### config.mk
export PLATFORM = sky130hd
export DESIGN_NAME = cpu_interrupt_and_cycle_sequencer
export DESIGN_NICKNAME = d
export VERILOG_FILES = /design/src/design/cpuis_pkg.sv /design/src/design/cpuis_core.sv /design/src/design/cpu_interrupt_and_cycle_sequencer.sv
export SDC_FILE = /design/constraint.sdc
export NUM_CORES = 1
export LEC_CHECK = 0
export ABC_CLOCK_PERIOD_IN_PS = 5400
export BUFFER_PORTS_ARGS = -buffer_cell sky130_fd_sc_hd__buf_2
export CORE_ASPECT_RATIO = 1.1
export CORE_MARGIN = 5
export CORE_UTILIZATION = 44
export DETAILED_ROUTE_END_ITERATION = 8
export RECOVER_POWER = 25
export SLEW_MARGIN = 20
export SYNTH_ARGS = -nofsm -noshare
export SYNTH_HDL_FRONTEND = slang
export SYNTH_HIERARCHICAL = 1
export SYNTH_SLANG_ARGS = --single-unit
### constraint.sdc
create_clock -name clk -period 5.4 [get_ports clk]
set_input_delay 1.08 -clock clk [delete_from_list [all_inputs] [get_ports clk]]
set_output_delay 1.08 -clock clk [all_outputs]
set_load 0.03 [all_outputs]
### src/design/cpuis_pkg.sv
package cpuis_pkg;

  // Interrupt lines that can be pending, and cycles spent entering a handler.
  localparam int unsigned LINE_COUNT       = 5;
  localparam int unsigned IRQ_ENTRY_CYCLES = 5;

  // Lines at or above LINE_COUNT are stored in the flag byte but never pend.
  localparam logic [7:0] LINE_MASK = 8'((9'd1 << LINE_COUNT) - 9'd1);
  localparam logic [3:0] IRQ_ENTRY = 4'(IRQ_ENTRY_CYCLES);
  localparam logic [3:0] VEC_BASE  = 4'b1000;  // 0x40 >> 3

  // Request codes
  localparam logic [2:0] REQ_TICK     = 3'd0;
  localparam logic [2:0] REQ_RAISE    = 3'd1;
  localparam logic [2:0] REQ_WR_ENA   = 3'd2;
  localparam logic [2:0] REQ_WR_FLAG  = 3'd3;
  localparam logic [2:0] REQ_READ     = 3'd4;

  // Action codes
  localparam logic [1:0] ACT_NONE  = 2'd0;
  localparam logic [1:0] ACT_ISSUE = 2'd1;
  localparam logic [1:0] ACT_IRQ   = 2'd2;
  localparam logic [1:0] ACT_READ  = 2'd3;

  // Master-enable effect codes
  localparam logic [1:0] IME_KEEP  = 2'd0;
  localparam logic [1:0] IME_CLEAR = 2'd1;
  localparam logic [1:0] IME_SET   = 2'd2;

  typedef struct packed {
    logic [2:0] req_type;
    logic [2:0] irq_index;
    logic [7:0] write_value;
    logic [3:0] instr_cycles;
    logic [1:0] instr_ime_effect;
    logic       instr_halts;
  } in_item_t;

  typedef struct packed {
    logic [1:0] action;
    logic [6:0] vector_addr;
    logic [2:0] irq_taken;
    logic [7:0] enable_read;
    logic [7:0] flag_read;
    logic       master_enable_out;
    logic       halted_out;
  } out_item_t;

  // Busy counter add, saturating at 15.
  function automatic logic [3:0] sat_add(input logic [3:0] a, input logic [3:0] b);
    logic [4:0] sum;
    sum = {1'b0, a} + {1'b0, b};
    return sum[4] ? 4'hF : sum[3:0];
  endfunction

endpackage

### src/design/cpuis_core.sv
module cpuis_core (
  input  logic                 clk,
  input  logic                 rst_n,
  input  logic                 accept,
  input  cpuis_pkg::in_item_t  item,
  output cpuis_pkg::out_item_t result
);
  import cpuis_pkg::*;

  logic [7:0] enable_r, enable_nxt;
  logic [7:0] flag_r, flag_nxt;
  logic       ime_r, ime_nxt;
  logic       halt_r, halt_nxt;
  logic [3:0] busy_r, busy_nxt;

  logic [7:0] live;
  logic       pending;
  logic [2:0] pick;
  logic       dispatch;
  logic [1:0] action;

  // Lowest pending line
  always_comb begin
    live    = enable_r & flag_r & LINE_MASK;
    pending = |live;
    pick    = 3'd0;
    for (int k = 7; k >= 0; k--) begin
      if (live[k]) begin
        pick = 3'(k);
      end
    end
  end

  always_comb begin
    enable_nxt = enable_r;
    flag_nxt   = flag_r;
    ime_nxt    = ime_r;
    halt_nxt   = halt_r;
    busy_nxt   = busy_r;
    action     = ACT_NONE;
    dispatch   = halt_r ? pending : (busy_r == 4'd0);

    case (item.req_type)
      REQ_TICK: begin
        if (halt_r && pending) begin
          halt_nxt = 1'b0;
        end
        if (dispatch) begin
          if (ime_r && pending) begin
            action   = ACT_IRQ;
            ime_nxt  = 1'b0;
            flag_nxt = flag_r & ~(8'd1 << pick);
            busy_nxt = sat_add(busy_r, IRQ_ENTRY);
          end else begin
            action   = ACT_ISSUE;
            busy_nxt = sat_add(busy_r, item.instr_cycles);
            case (item.instr_ime_effect)
              IME_CLEAR: ime_nxt = 1'b0;
              IME_SET:   ime_nxt = 1'b1;
              default:   ime_nxt = ime_r;
            endcase
            if (item.instr_halts) begin
              halt_nxt = 1'b1;
            end
          end
        end
        // count down only on a tick that started out running
        if (!halt_r && busy_nxt != 4'd0) begin
          busy_nxt = busy_nxt - 4'd1;
        end
      end
      REQ_RAISE: begin
        if (32'(item.irq_index) < LINE_COUNT) begin
          flag_nxt = flag_r | (8'd1 << item.irq_index);
        end
      end
      REQ_WR_ENA:  enable_nxt = item.write_value;
      REQ_WR_FLAG: flag_nxt   = item.write_value;
      REQ_READ:    action     = ACT_READ;
      default:     action     = ACT_NONE;
    endcase
  end

  // handler address: (0x40 >> 3 + line) << 3
  always_comb begin
    result.action            = action;
    result.vector_addr       = (action == ACT_IRQ) ? {VEC_BASE | {1'b0, pick}, 3'b000} : 7'd0;
    result.irq_taken         = (action == ACT_IRQ) ? pick : 3'd0;
    result.enable_read       = enable_nxt;
    result.flag_read         = flag_nxt;
    result.master_enable_out = ime_nxt;
    result.halted_out        = halt_nxt;
  end

  always_ff @(posedge clk) begin
    if (!rst_n) begin
      enable_r <= 8'd0;
      flag_r   <= 8'd0;
      ime_r    <= 1'b0;
      halt_r   <= 1'b0;
      busy_r   <= 4'd0;
    end else if (accept) begin
      enable_r <= enable_nxt;
      flag_r   <= flag_nxt;
      ime_r    <= ime_nxt;
      halt_r   <= halt_nxt;
      busy_r   <= busy_nxt;
    end
  end

endmodule

### src/design/cpu_interrupt_and_cycle_sequencer.sv
// Channel   Ports                          Moves
// --------  -----------------------------  ------------------------------------
// input     in_valid  in_stall  in_data    one request transaction (in_item_t)
// result    out_valid out_stall out_data   one result transaction (out_item_t)
//
// Each accepted transaction yields exactly one result. The core state and the
// result (into the output register, or the skid when that is held) load at
// the acceptance edge, so the next request sees the new state at once.
// A two-entry output queue (output register plus skid) decouples the sides;
// in_stall is high while the skid holds a result, which only follows a stalled
// result. Reset (rst_n low, synchronous) clears all state and the queue.
module cpu_interrupt_and_cycle_sequencer (
  input  logic                 clk,
  input  logic                 rst_n,
  input  logic                 in_valid,
  output logic                 in_stall,
  input  cpuis_pkg::in_item_t  in_data,
  output logic                 out_valid,
  input  logic                 out_stall,
  output cpuis_pkg::out_item_t out_data
);
  import cpuis_pkg::*;

  out_item_t res;
  out_item_t out_r, out_nxt;
  out_item_t skid_r, skid_nxt;
  logic      out_valid_r, out_valid_nxt;
  logic      skid_valid_r, skid_valid_nxt;
  logic      accept;
  logic      pop;

  // skid full is the only backpressure toward the requester
  assign in_stall  = skid_valid_r;
  assign accept    = in_valid && !skid_valid_r;
  assign pop       = out_valid_r && !out_stall;
  assign out_valid = out_valid_r;
  assign out_data  = out_r;

  cpuis_core u_core (
    .clk    (clk),
    .rst_n  (rst_n),
    .accept (accept),
    .item   (in_data),
    .result (res)
  );

  // Output queue: the skid entry only fills when the output register is
  // held, and drains into it on the next pop.
  always_comb begin
    out_nxt        = out_r;
    skid_nxt       = skid_r;
    out_valid_nxt  = out_valid_r;
    skid_valid_nxt = skid_valid_r;
    if (skid_valid_r) begin
      if (pop) begin
        out_nxt        = skid_r;
        skid_valid_nxt = 1'b0;
      end
    end else if (accept) begin
      if (!out_valid_r || pop) begin
        out_nxt       = res;
        out_valid_nxt = 1'b1;
      end else begin
        skid_nxt       = res;
        skid_valid_nxt = 1'b1;
      end
    end else if (pop) begin
      out_valid_nxt = 1'b0;
    end
  end

  always_ff @(posedge clk) begin
    if (!rst_n) begin
      out_valid_r  <= 1'b0;
      skid_valid_r <= 1'b0;
    end else begin
      out_valid_r  <= out_valid_nxt;
      skid_valid_r <= skid_valid_nxt;
    end
  end

  always_ff @(posedge clk) begin
    out_r  <= out_nxt;
    skid_r <= skid_nxt;
  end

`ifndef SYNTHESIS
  // skid never holds a result while the output register is empty
  a_skid_behind_out: assert property (@(posedge clk) disable iff (!rst_n)
    skid_valid_r |-> out_valid_r)
    else $error("skid entry valid with output register empty");

  // skid only fills when the consumer stalled a pending result
  a_skid_fill_cause: assert property (@(posedge clk) disable iff (!rst_n)
    $rose(skid_valid_r) |-> $past(out_stall) && $past(out_valid_r))
    else $error("skid filled without output stall");

  // taken interrupt carries the handler address of its line
  a_vector_match: assert property (@(posedge clk) disable iff (!rst_n)
    out_valid_r && out_r.action == ACT_IRQ |->
      out_r.vector_addr == {VEC_BASE | {1'b0, out_r.irq_taken}, 3'b000} &&
      !out_r.master_enable_out)
    else $error("interrupt result with inconsistent vector or master enable");
`endif

endmodule
==> impl_metrics.ini <==
[run_status]
status = finished with violations
violations = max-capacitance violations, max-slew violations

[clock_tree]
cts.sinks = 84
cts_hold_buf = 0
postCtsSetupBuffers = 0
clock_latency_ns = 0.34
clkTransAtPathRegs_ns = 0.08
h-tree-depth = 3
cts_tree = done
numCtsBuffers = 9
ctsResizeCount = 0
cts_buffer_depth = 2
cts_root_buf = clkbuf_8

[logic_synthesis]
synth_area_leaders = edfxtp_1, dfxtp_1, mux2_4
ys_types = 57
synth_edf_count = 60
seq_area_frac_synth_pct = 53.82
ys_warn_count = 6
netlist_instances = 338
synthFlopType = edfxtp_1
synth_top_area_share_pct = 42.49
ys_async_sr_fraction_pct = 0
synth_top_cell_by_area = edfxtp_1
synth.cell_area_um2 = 4240
synth-seq-cells = 84
synth_area_per_cell_um2 = 12.55

[sta]
skew_ns = 0.009158
min_period_ns = 3.813
report.final.setup_viol = 0
fmax_ghz = 0.2623
tightest_slew_ns = 1.840
grt_setup_unrepaired = no
hold_viol_final = 0
tns_ns = 0
fin_crit_sh_pct = 70.61
relSlewSlack_pct = -23.80
slew_viol_final = 38

[power]
p_leak_nw = 1.855
ir_worst_vdd_v = 0.0001275
power.density_nw_per_um2 = 304.7

[worst_setup_path]
cp.arrival_ns = 2.73
cp-end-kind = primary output
rr_worst_depth = 10
crit_required_ns = 4.32
start_kind = flip-flop
crit_type = reg -> out
cp_max_fo = 20

[drt]
wl_um = 8068
first_pass_iters = 4
dr.first_iter.drc_count = 157
via_per_inst = 5.263
antenna_left = 0
via_count = 2700
remaining_drc_errors = 0
wl_per_cell_um = 15.73

[global_routing]
grt_overflow = 0
groute.usage.overall_pct = 14.13
grt_max_degree = 36
use_met1_pct = 16.80
use_met2_pct = 24.02
grt.met3_usage_pct = 3.993
grt_pass1_wl_um = 13570
grt_pass1_vias = 2754
antenna_found_initial = 0
top_usage_layer = met2

[floorplanning]
die_h_um = 113.0
die-area_um2 = 11700
core_um2 = 9398
start_util_pct = 45.12
ioPinCount = 57
fp-row-count = 37
chipWidth_um = 103.6

[cells_and_area]
layout-drive-gt1-share_pct = 28.28
num_antenna_cells = 0
final_area_um2 = 4763
syn_to_final_growth_pct = 12.33
fin_nets = 425

[hold_path]
whs_path_depth = 2
hold_path.class = reg -> reg

[placement]
dpl_cell_area_um2 = 4539
dp_hpwl_um = 5615
globalplace.congestion = 0.8226
port-buffer-count = 56

[job]
drv_cap = 2
[cells in the final DEF (no fill, tap or decap), drive strengths merged, types with 6 or more instances in the layout]
master  synthesis  layout
o21ai          19      19
ha              8       8
nor3            6       6
mux2i          16      16
buf            12      55
edfxtp         60      60
nand2          14      14
clkbuf          7      16
mux2           41      41
inv            15      15
dfxtp          24      24
a21oi          18      18
nor2           36      36
[through the flow]
| stage | power, W | worst slack, ns | hold WS [ns] | instances | utilization (%) |
|---|---|---|---|---|---|
| global route | 0.001518 | 1.376 | 0.5393 | 513 | 50.69 |
| detailed placement | 0.0009820 | 1.792 | 0.4795 | 495 | 48.30 |
| global placement | 0.0009771 | 1.931 | 0.4687 | 495 | 48.30 |
| CTS | 0.001467 | 2.163 | 0.5024 | 511 | 50.62 |
| floorplan | 0.0009306 | 1.545 | 0.4544 | 340 | - |
| finish | 0.001452 | 1.587 | 0.4953 | 513 | 50.69 |
[synth_stat cells, types with 3 or more instances]
library cell  number
mux2i_1           16
nand2_1           14
or3_1              3
o2bb2ai_1          3
nor4b_1            3
nand3_1            5
nor2_1            36
clkbuf_1           7
ha_1               8
nor3_1             6
nor3b_1            4
o21ai_0           17
buf_12             3
a21oi_1           17
edfxtp_1          60
nand2b_1           4
inv_1             15
buf_4              8
mux2_4            27
mux2_2            14
dfxtp_1           24
[critical path: stages, from the launching register on]
cell and delay, ns:
dfxtp_1 0.93, clkbuf_1 1.09, buf_2 0.38
[power by group]
group / internal, W / total, W / switching [W]
Combinational: 0.0000904 / 0.000223 / 0.000132
Sequential: 0.000729 / 0.000745 / 0.0000166
Clock: 0.000273 / 0.000484 / 0.000211
Total: 0.00109 / 0.00145 / 0.000360
[flip-flops by register name, summed over array words and instances (netlist names)]
register	flops
u_core/halt_r	1
in_stall	1
u_core/busy_r	4
u_core/flag_r	8
u_core/ime_r	1
skid_r	30
out_data	30
out_valid	1
u_core/enable_r	8
[final cells by class]
| cell class | count | area [um2] |
|---|---|---|
| Clock inverter | 4 | 72.57 |
| Multi-Input combinational cell | 221 | 1744 |
| Sequential cell | 84 | 2282 |
| Timing Repair Buffer | 59 | 312.8 |
| Tap cell | 117 | 146.4 |
| Inverter | 16 | 60.06 |
| Fill cell | 850 | 4634 |
| Clock buffer | 12 | 145.1 |
[path summary, 6_finish.rpt]
path | end | start | slack (ns)
worst min register to register | u_core/flag_r[5] | u_core/flag_r[5] | 0.50
worst max-delay path | in_stall | in_stall | 1.59
worst max register to register | u_core/busy_r[1] | u_core/busy_r[1] | 2.34
worst min-delay path | u_core/flag_r[5] | u_core/flag_r[5] | 0.50
[per-layer routing]
layer  routed length, um  vias up
met5                   0        -
met4                 167        0
met3                 352       14
met2                3979       63
met1                3568     1278
li1                    -     1345
[kinds of logic (layout without fill, tap and decap cells)]
family,after synthesis,after routing,synth area share [%]
adders and majority gates,9,9,2.833
buffers and inverters,35,91,5.134
and+or+nand+nor,89,89,10.83
xor gates and xnor gates,2,2,0.4132
muxes,57,57,17.06
AOI/OAI and AO/OA,61,61,9.827
other,1,3,0.08844
DFF,84,84,53.82
Power figures use the tool's default switching activity.
